### src/design/spsq_pkg.sv
package spsq_pkg;

   localparam int FUNC_W  = 2;
   localparam int KEY_W   = 16;
   localparam int ID_W    = 32;
   localparam int COUNT_W = 5;

   localparam logic [FUNC_W-1:0] FUNC_INSERT = 2'd0;
   localparam logic [FUNC_W-1:0] FUNC_REMOVE = 2'd1;
   localparam logic [FUNC_W-1:0] FUNC_CLEAR  = 2'd2;
   localparam logic [FUNC_W-1:0] FUNC_STATUS = 2'd3;

   localparam logic STATUS_OK   = 1'b0;
   localparam logic STATUS_FAIL = 1'b1;

   // Command broadcast to every cell of the chain at once.
   typedef struct packed {
      logic             insert;
      logic             remove;
      logic [KEY_W-1:0] new_key;
      logic [ID_W-1:0]  new_id;
   } cell_cmd_type;

endpackage

### src/design/spsq_if.sv
interface spsq_req_if;
   import spsq_pkg::*;

   logic              valid;
   logic              ready;
   logic [FUNC_W-1:0] func;
   logic [KEY_W-1:0]  key;
   logic [ID_W-1:0]   item_id;

   modport source (output valid, output func, output key, output item_id, input ready);
   modport sink   (input valid, input func, input key, input item_id, output ready);
endinterface

interface spsq_rsp_if;
   import spsq_pkg::*;

   logic               valid;
   logic               ready;
   logic               status;
   logic [KEY_W-1:0]   out_key;
   logic [ID_W-1:0]    out_id;
   logic [KEY_W-1:0]   head_key;
   logic [ID_W-1:0]    head_id;
   logic [KEY_W-1:0]   tail_key;
   logic [ID_W-1:0]    tail_id;
   logic [COUNT_W-1:0] entry_count;
   logic               is_empty;

   modport source (output valid, output status, output out_key, output out_id,
                   output head_key, output head_id, output tail_key, output tail_id,
                   output entry_count, output is_empty, input ready);
   modport sink   (input valid, input status, input out_key, input out_id,
                   input head_key, input head_id, input tail_key, input tail_id,
                   input entry_count, input is_empty, output ready);
endinterface

### src/design/spsq_cell.sv
module spsq_cell (
   input  logic                       clock,
   input  spsq_pkg::cell_cmd_type     cmd,
   input  logic                       occupied,
   input  logic                       left_take,
   input  logic [spsq_pkg::KEY_W-1:0] left_key,
   input  logic [spsq_pkg::ID_W-1:0]  left_id,
   input  logic [spsq_pkg::KEY_W-1:0] right_key,
   input  logic [spsq_pkg::ID_W-1:0]  right_id,
   output logic                       take,
   output logic [spsq_pkg::KEY_W-1:0] key_out,
   output logic [spsq_pkg::ID_W-1:0]  id_out
);
   import spsq_pkg::*;

   logic [KEY_W-1:0] key_ff, key_in;
   logic [ID_W-1:0]  id_ff, id_in;

   // A new entry lands in front of the first stored key that is strictly
   // smaller, so it goes behind every equal key already queued.
   assign take = !occupied || (key_ff < cmd.new_key);

   always_comb begin
      key_in = key_ff;
      id_in  = id_ff;
      priority if (cmd.insert && left_take) begin
         key_in = left_key;
         id_in  = left_id;
      end else if (cmd.insert && take) begin
         key_in = cmd.new_key;
         id_in  = cmd.new_id;
      end else if (cmd.remove) begin
         key_in = right_key;
         id_in  = right_id;
      end else begin
         key_in = key_ff;
         id_in  = id_ff;
      end
   end

   always_ff @(posedge clock) begin
      key_ff <= key_in;
      id_ff  <= id_in;
   end

   assign key_out = key_ff;
   assign id_out  = id_ff;

endmodule

### src/design/stable_sorted_priority_queue.sv
// Stable sorted priority queue built as a shift chain of CAPACITY cells.
// An accepted request passes through a pending stage into the result registers,
// formed from the cell contents in the cycle after they update, tail included;
// no new request is accepted while one is pending or a result awaits ready.
// Reset: synchronous, active high; empties the queue and drops any result.
module stable_sorted_priority_queue #(
   parameter int CAPACITY = 16
) (
   input  logic       clock,
   input  logic       reset,
   spsq_req_if.sink   req_chan,
   spsq_rsp_if.source rsp_chan
);
   import spsq_pkg::*;

   localparam int CNT_W = $clog2(CAPACITY + 1);
   localparam int IDX_W = $clog2(CAPACITY);

   logic [CNT_W-1:0] count_ff, count_in;
   logic             pending_ff;
   logic             status_ff, status_in;
   logic [KEY_W-1:0] rem_key_ff, rem_key_in;
   logic [ID_W-1:0]  rem_id_ff, rem_id_in;

   logic               rsp_valid_ff;
   logic               rsp_status_ff;
   logic [KEY_W-1:0]   rsp_out_key_ff, rsp_head_key_ff, rsp_tail_key_ff;
   logic [ID_W-1:0]    rsp_out_id_ff, rsp_head_id_ff, rsp_tail_id_ff;
   logic [COUNT_W-1:0] rsp_count_ff;
   logic               rsp_empty_ff;

   logic [KEY_W-1:0] cell_key [CAPACITY];
   logic [ID_W-1:0]  cell_id  [CAPACITY];
   logic [CAPACITY-1:0] cell_take;
   logic [CAPACITY-1:0] cell_occ;

   cell_cmd_type cmd;
   logic accept, full, empty, do_ins, do_rem;
   logic [CNT_W-1:0] count_m1;
   logic [IDX_W-1:0] tail_idx;
   logic [CNT_W+COUNT_W-1:0] count_wide;

   assign full   = (count_ff == CNT_W'(CAPACITY));
   assign empty  = (count_ff == '0);
   assign req_chan.ready = !reset && !pending_ff && (!rsp_valid_ff || rsp_chan.ready);
   assign accept = req_chan.valid && req_chan.ready;
   assign do_ins = accept && (req_chan.func == FUNC_INSERT) && !full;
   assign do_rem = accept && (req_chan.func == FUNC_REMOVE) && !empty;

   assign cmd.insert  = do_ins;
   assign cmd.remove  = do_rem;
   assign cmd.new_key = req_chan.key;
   assign cmd.new_id  = req_chan.item_id;

   for (genvar i = 0; i < CAPACITY; i++) begin : g_cell
      assign cell_occ[i] = (CNT_W'(i) < count_ff);

      if (i == 0) begin : g_first
         spsq_cell u_cell (
            .clock     (clock),
            .cmd       (cmd),
            .occupied  (cell_occ[i]),
            .left_take (1'b0),
            .left_key  ('0),
            .left_id   ('0),
            .right_key (cell_key[(i + 1) % CAPACITY]),
            .right_id  (cell_id[(i + 1) % CAPACITY]),
            .take      (cell_take[i]),
            .key_out   (cell_key[i]),
            .id_out    (cell_id[i])
         );
      end else if (i == CAPACITY - 1) begin : g_last
         spsq_cell u_cell (
            .clock     (clock),
            .cmd       (cmd),
            .occupied  (cell_occ[i]),
            .left_take (cell_take[i-1]),
            .left_key  (cell_key[i-1]),
            .left_id   (cell_id[i-1]),
            .right_key (cell_key[i]),
            .right_id  (cell_id[i]),
            .take      (cell_take[i]),
            .key_out   (cell_key[i]),
            .id_out    (cell_id[i])
         );
      end else begin : g_mid
         spsq_cell u_cell (
            .clock     (clock),
            .cmd       (cmd),
            .occupied  (cell_occ[i]),
            .left_take (cell_take[i-1]),
            .left_key  (cell_key[i-1]),
            .left_id   (cell_id[i-1]),
            .right_key (cell_key[i+1]),
            .right_id  (cell_id[i+1]),
            .take      (cell_take[i]),
            .key_out   (cell_key[i]),
            .id_out    (cell_id[i])
         );
      end
   end

   always_comb begin
      count_in = count_ff;
      priority if (do_ins) begin
         count_in = count_ff + CNT_W'(1);
      end else if (do_rem) begin
         count_in = count_ff - CNT_W'(1);
      end else if (accept && (req_chan.func == FUNC_CLEAR)) begin
         count_in = '0;
      end else begin
         count_in = count_ff;
      end
   end

   always_comb begin
      status_in  = STATUS_OK;
      rem_key_in = '0;
      rem_id_in  = '0;
      unique case (req_chan.func)
         FUNC_INSERT: begin
            if (full) status_in = STATUS_FAIL;
         end
         FUNC_REMOVE: begin
            if (empty) begin
               status_in = STATUS_FAIL;
            end else begin
               rem_key_in = cell_key[0];
               rem_id_in  = cell_id[0];
            end
         end
         FUNC_CLEAR, FUNC_STATUS: begin
            status_in = STATUS_OK;
         end
         default: begin
            status_in = STATUS_OK;
         end
      endcase
   end

   assign count_m1   = count_ff - CNT_W'(1);
   assign tail_idx   = count_m1[IDX_W-1:0];
   assign count_wide = {{COUNT_W{1'b0}}, count_ff};

   always_ff @(posedge clock) begin
      if (reset) begin
         count_ff     <= '0;
         pending_ff   <= 1'b0;
         rsp_valid_ff <= 1'b0;
      end else begin
         count_ff   <= count_in;
         pending_ff <= accept;
         if (pending_ff) begin
            rsp_valid_ff <= 1'b1;
         end else if (rsp_chan.ready) begin
            rsp_valid_ff <= 1'b0;
         end
      end
   end

   always_ff @(posedge clock) begin
      if (accept) begin
         status_ff  <= status_in;
         rem_key_ff <= rem_key_in;
         rem_id_ff  <= rem_id_in;
      end
      // The cells have settled by now, so head and tail reflect the operation.
      if (pending_ff) begin
         rsp_status_ff  <= status_ff;
         rsp_out_key_ff <= rem_key_ff;
         rsp_out_id_ff  <= rem_id_ff;
         rsp_count_ff   <= count_wide[COUNT_W-1:0];
         rsp_empty_ff   <= empty;
         if (empty) begin
            rsp_head_key_ff <= '0;
            rsp_head_id_ff  <= '0;
            rsp_tail_key_ff <= '0;
            rsp_tail_id_ff  <= '0;
         end else begin
            rsp_head_key_ff <= cell_key[0];
            rsp_head_id_ff  <= cell_id[0];
            rsp_tail_key_ff <= cell_key[tail_idx];
            rsp_tail_id_ff  <= cell_id[tail_idx];
         end
      end
   end

   assign rsp_chan.valid       = rsp_valid_ff;
   assign rsp_chan.status      = rsp_status_ff;
   assign rsp_chan.out_key     = rsp_out_key_ff;
   assign rsp_chan.out_id      = rsp_out_id_ff;
   assign rsp_chan.head_key    = rsp_head_key_ff;
   assign rsp_chan.head_id     = rsp_head_id_ff;
   assign rsp_chan.tail_key    = rsp_tail_key_ff;
   assign rsp_chan.tail_id     = rsp_tail_id_ff;
   assign rsp_chan.entry_count = rsp_count_ff;
   assign rsp_chan.is_empty    = rsp_empty_ff;

endmodule
### src/flat_wrapper.sv
// flat-port wrapper written by rule: the top's interface ports become plain ports
module stable_sorted_priority_queue_flat import spsq_pkg::*;
#(
   parameter int CAPACITY = 16
)
  (clock, reset, req_chan_valid, req_chan_func, req_chan_key, req_chan_item_id, req_chan_ready, rsp_chan_valid, rsp_chan_status, rsp_chan_out_key, rsp_chan_out_id, rsp_chan_head_key, rsp_chan_head_id, rsp_chan_tail_key, rsp_chan_tail_id, rsp_chan_entry_count, rsp_chan_is_empty, rsp_chan_ready);
  spsq_req_if req_chan_i ();
  spsq_rsp_if rsp_chan_i ();
  input  logic clock;
  input  logic reset;
  input wire logic [$bits(req_chan_i.valid)-1:0] req_chan_valid;
  input wire logic [$bits(req_chan_i.func)-1:0] req_chan_func;
  input wire logic [$bits(req_chan_i.key)-1:0] req_chan_key;
  input wire logic [$bits(req_chan_i.item_id)-1:0] req_chan_item_id;
  output wire logic [$bits(req_chan_i.ready)-1:0] req_chan_ready;
  output wire logic [$bits(rsp_chan_i.valid)-1:0] rsp_chan_valid;
  output wire logic [$bits(rsp_chan_i.status)-1:0] rsp_chan_status;
  output wire logic [$bits(rsp_chan_i.out_key)-1:0] rsp_chan_out_key;
  output wire logic [$bits(rsp_chan_i.out_id)-1:0] rsp_chan_out_id;
  output wire logic [$bits(rsp_chan_i.head_key)-1:0] rsp_chan_head_key;
  output wire logic [$bits(rsp_chan_i.head_id)-1:0] rsp_chan_head_id;
  output wire logic [$bits(rsp_chan_i.tail_key)-1:0] rsp_chan_tail_key;
  output wire logic [$bits(rsp_chan_i.tail_id)-1:0] rsp_chan_tail_id;
  output wire logic [$bits(rsp_chan_i.entry_count)-1:0] rsp_chan_entry_count;
  output wire logic [$bits(rsp_chan_i.is_empty)-1:0] rsp_chan_is_empty;
  input wire logic [$bits(rsp_chan_i.ready)-1:0] rsp_chan_ready;
  assign req_chan_i.valid = req_chan_valid;
  assign req_chan_i.func = req_chan_func;
  assign req_chan_i.key = req_chan_key;
  assign req_chan_i.item_id = req_chan_item_id;
  assign req_chan_ready = req_chan_i.ready;
  assign rsp_chan_valid = rsp_chan_i.valid;
  assign rsp_chan_status = rsp_chan_i.status;
  assign rsp_chan_out_key = rsp_chan_i.out_key;
  assign rsp_chan_out_id = rsp_chan_i.out_id;
  assign rsp_chan_head_key = rsp_chan_i.head_key;
  assign rsp_chan_head_id = rsp_chan_i.head_id;
  assign rsp_chan_tail_key = rsp_chan_i.tail_key;
  assign rsp_chan_tail_id = rsp_chan_i.tail_id;
  assign rsp_chan_entry_count = rsp_chan_i.entry_count;
  assign rsp_chan_is_empty = rsp_chan_i.is_empty;
  assign rsp_chan_i.ready = rsp_chan_ready;
  stable_sorted_priority_queue #(.CAPACITY(CAPACITY)) u_core (.clock(clock), .reset(reset), .req_chan(req_chan_i), .rsp_chan(rsp_chan_i));
endmodule
### config.mk
export PLATFORM = sky130hd
export DESIGN_NAME = stable_sorted_priority_queue_flat
export DESIGN_NICKNAME = d
export VERILOG_FILES = /design/src/design/spsq_pkg.sv /design/src/design/spsq_if.sv /design/src/design/spsq_cell.sv /design/src/design/stable_sorted_priority_queue.sv /design/src/flat_wrapper.sv
export SDC_FILE = /design/constraint.sdc
export NUM_CORES = 2
export LEC_CHECK = 0
export ABC_AREA = 1
export BUFFER_PORTS_ARGS = -buffer_cell sky130_fd_sc_hd__buf_2
export CORE_MARGIN = 10
export CORE_UTILIZATION = 52
export DETAILED_ROUTE_END_ITERATION = 7
export GPL_TIMING_DRIVEN = 0
export PLACE_DENSITY = 0.81
export SYNTH_ARGS = -nofsm -noshare
export SYNTH_HDL_FRONTEND = slang
export SYNTH_SLANG_ARGS = --single-unit
### constraint.sdc
create_clock -name clock -period 10.93 [get_ports clock]
set_input_delay 0 -clock clock [delete_from_list [all_inputs] [get_ports clock]]
set_output_delay 0 -clock clock [all_outputs]
set_load 0.03 [all_outputs]
==> metrics.csv <==
stage,metric,value,unit
power,ir_drop,0.1490,mV
clocking,clock_sinks,975,
power,powerDensity,151.7,nW/µm²
yosys,synthTopCellsByCount,"2361 x nand2_1, 1549 x nand3_1, 968 x edfxtp_1",
final_layout,instances_no_fill,10090,
final_layout,area_delta_synth_final,12.44,%
timing,hold_viol,0,
yosys,synth-xor-area-share,0.06775,%
placement,numPortBuffers,206,
placement,dpl-instance-area,66360,µm²
worst_setup_path,reg2reg_depth,18,
timing,worst_pin_slew,1.711,ns
route,firstDrtPassIters,8,
yosys,synth.mux.area_fraction,0,%
die,fp.coreArea,120000,µm²
timing,fin_skew,0.03488,ns
die,die_y,367.5,µm
route,post-route-drc-count,0,
worst_setup_path,worstSetupPathType,register to register,
placement,dp.final_hpwl,184900,µm
clocking,htreeDepth,3,
die,initial_core_util,52.34,%
yosys,seq_area_frac_synth,46.52,%
placement,dp_slack,4.869,ns
yosys,synthSimpleGateAreaFrac,29.07,%
yosys,synth_top_family_by_area,simple AND/OR/NAND/NOR gates,
final_layout,final_nets,8677,
clocking,cts_buffers,107,
route,wl_met2,103200,µm
global_route,grt_max_degree,74,
timing,fin_hold_ws,0.02409,ns
route,wl_met3,29430,µm
outcome,status,"complete, but fails checks",
placement,globalplace.congestion,1.010,
final_layout,drive_gt1_share,9.973,%
placement,dp_cells,9825,
worst_setup_path,endpoint,u_core.g_cell[14].g_mid.u_cell.id_out[10]$_DFFE_PP_,
timing,final_max_slew_viol_count,11,
min_path,min_path_type,input pin to register,
yosys,yosysTopAreaCellShare,46.29,%
final_layout,design_area,70600,µm²
die,dieArea,135100,µm²
timing,fmax,156.6,MHz
yosys,synth-adder-area-share,4.842,%
timing,fin_crit_sh,58.41,%
route,vias_per_cell,6.184,
clocking,cts.clk_slew.worst_paths,0.06,ns
yosys,ys_types,39,
worst_setup_path,worst_setup_path_end_kind,register,
timing,fin_setup_tns,0,ns
global_route,antenna_found_initial,7,
yosys,synth_cells,7986,
route,wirelength,240200,µm
global_route,grt_pass1_wl,351500,µm
yosys,async_reset_ff_share,0,%
route,route.top_layer_used,met5,
yosys,synth_edf_count,968,
die,pin_count,207,
clocking,ctsRootBufferMaster,clkbuf_16,
power,leakagePower,31.79,nW
yosys,synth_top_flop_cell,edfxtp_1,
worst_setup_path,start_kind,register,
timing,post-route-min-period,6.384,ns
yosys,yosysWarningCount,0,
clocking,clk_latency,0.74,ns
yosys,yosys_register_bits,975,
global_route,overflow,0,
die,die_w,367.5,µm
timing,worst_slack,4.546,ns
global_route,gr-usage-all-layers,33.79,%
run,maxCapViolCount,1,
yosys,yosys.area.top_type,edfxtp_1,
route,avgRoutedWirePerCell,23.81,µm
worst_setup_path,regToRegSetupSlack,4.55,ns
final_layout,num_antenna_cells,0,
worst_setup_path,cp_max_fo,14,
clocking,cts_tree,yes,
yosys,syn_area,62790,µm²
yosys,syn_area_per_cell,7.863,µm²
worst_setup_path,cp.required,11.42,ns
worst_setup_path,rr_endpoint,u_core.g_cell[14].g_mid.u_cell.id_out[10]$_DFFE_PP_,
global_route,grt_pass1_vias,59230,
worst_setup_path,critical_path.startpoint,u_core.count_ff[0]$_SDFFE_PP0P_,
timing,setup_viol,0,
clocking,cts_setup_buffers,0,
timing,grt_setup_unrepaired,no,
clocking,clock_path_buffers,3,
yosys,synth_compound_area_share,9.290,%
route,detail-route-antenna-nets,0,
die,rows,127,
worst_setup_path,reg2reg_from,u_core.count_ff[0]$_SDFFE_PP0P_,
yosys,syn_nets,8283,
yosys,synth.most_common_cell,nand2_1,
timing,relSlewSlack,-14.10,%
yosys,ys_top_cells_by_area,"edfxtp_1 46%, nand2_1 14%, nand3_1 12%",
route,vias,62370,
outcome,violations,"max-capacitance violations, max-slew violations",
worst_setup_path,arrival,6.87,ns
route,drt-met1-wl,90430,µm
route,drtIter0Drc,9969,
==> worst min-delay path by stage <==
stage                          start                                             endpoint  slack (ns)  depth (start not counted)
floorplan                      reset                                       req_chan_ready        0.05                          1
global placement      rsp_chan_ready                   u_core.rsp_chan.valid$_SDFFE_PP0P_        0.27                          4
detailed placement    rsp_chan_ready                   u_core.rsp_chan.valid$_SDFFE_PP0P_        0.31                          4
CTS                 req_chan_key[15]  u_core.g_cell[9].g_mid.u_cell.key_out[15]$_DFFE_PP_       0.002                          5
global route        req_chan_key[15]  u_core.g_cell[3].g_mid.u_cell.key_out[15]$_DFFE_PP_        0.04                          5
finish              req_chan_key[15]  u_core.g_cell[9].g_mid.u_cell.key_out[15]$_DFFE_PP_        0.02                          5
==> per-layer routing <==
| metal | GRT usage (%) | up-vias |
|---|---|---|
| li1 | - | 27630 |
| met1 | 44.32 | 29560 |
| met2 | 51.36 | 4383 |
| met3 | 6.801 | 793 |
| met4 | 20.37 | 2 |
| met5 | 0 | - |
==> worst max-delay path, cell delays in order (launching register included) <==
cell      delay (ns)
dfxtp_1         0.45
buf_2           0.35
inv_1           0.28
buf_4           0.30
buf_2           0.50
clkbuf_1        0.59
ha_1            0.37
nand2_2         0.09
nor2_2          0.24
nand2_2         0.12
nand3_4         0.25
inv_4           0.12
nand2_2         0.31
buf_2           0.34
buf_2           0.29
nand4_1         0.69
buf_8           0.44
buf_8           0.17
buf_8           0.16
==> where the power goes <==
group          switching, mW  internal, mW  leakage (nW)
combinational           1.73         0.607          21.1
sequential             0.122          4.34          8.98
clock                   1.66          2.24          1.76
==> area by class of cell <==
type                            instances  area [µm²]
Buffer                                609        3337
Clock buffer                          128        2820
Clock inverter                         74       839.6
Fill cell                           10710       49370
Inverter                              823        3093
Multi-Input combinational cell       5579       27260
Sequential cell                       975       29210
Tap cell                             1612        2017
Timing Repair Buffer                  285        2027
==> sequential cells by signal, indices dropped and copies added, names as in the netlist, 5 cells and up <==
signal,cells
u_core.g_cell.g_mid.u_cell.id_out,448
u_core.g_cell.g_mid.u_cell.key_out,224
u_core.g_cell.g_first.u_cell.id_out,32
u_core.g_cell.g_last.u_cell.id_out,32
u_core.rem_id_ff,32
u_core.rsp_chan.head_id,32
u_core.rsp_chan.out_id,32
u_core.rsp_chan.tail_id,32
u_core.g_cell.g_first.u_cell.key_out,16
u_core.g_cell.g_last.u_cell.key_out,16
u_core.rem_key_ff,16
u_core.rsp_chan.head_key,16
u_core.rsp_chan.out_key,16
u_core.rsp_chan.tail_key,16
u_core.count_ff,5
u_core.rsp_chan.entry_count,5
==> stage by stage <==
stage,power (mW),utilization [%]
6_report,10.71,58.85
5_1_grt,10.97,58.85
4_1_cts,10.59,58.85
3_5_place_dp,6.736,55.31
3_3_place_gp,6.679,54.88
2_1_floorplan,5.822,-
==> cell families after synthesis <==
| logic type | Yosys count |
|---|---|
| simple gates | 4200 |
| buf+inv | 1432 |
| compound gates | 1132 |
| flops | 975 |
| fa+ha+maj | 243 |
| xor+xnor | 4 |
==> cell usage in the layout, fill, tap and decap left out, types with 4 or more instances in the layout <==
master and n:
nand2_1 2360, clkbuf_2 17, nand3b_1 49, o211ai_1 46, nand2_2 18, dfxtp_1 6, a31oi_1 12, ha_1 243
bufinv_16 17, edfxtp_1 968, nand3_1 1536, nor2_1 144, inv_1 788, buf_8 4, nand2_8 10, clkbuf_1 213
clkinv_1 37, buf_12 16, buf_4 64, buf_2 440, inv_2 17, nand2_4 5, nand3_2 13, buf_6 64
o21ai_1 12, dlygate4sd3_1 58, clkinv_2 21, o21ai_0 548, buf_1 34, clkinvlp_4 10, nor3_1 55, a21oi_1 498
o21a_1 13, clkbuf_16 110
==> timing repair <==
item                                    4_1_cts  5_1_grt
gates resized for setup                       0        0
endpoints found under the setup margin        0        0
hold endpoints to repair                    289        0
hold buffers                                 58        0
No activity file was read; power rests on OpenSTA's default activity.
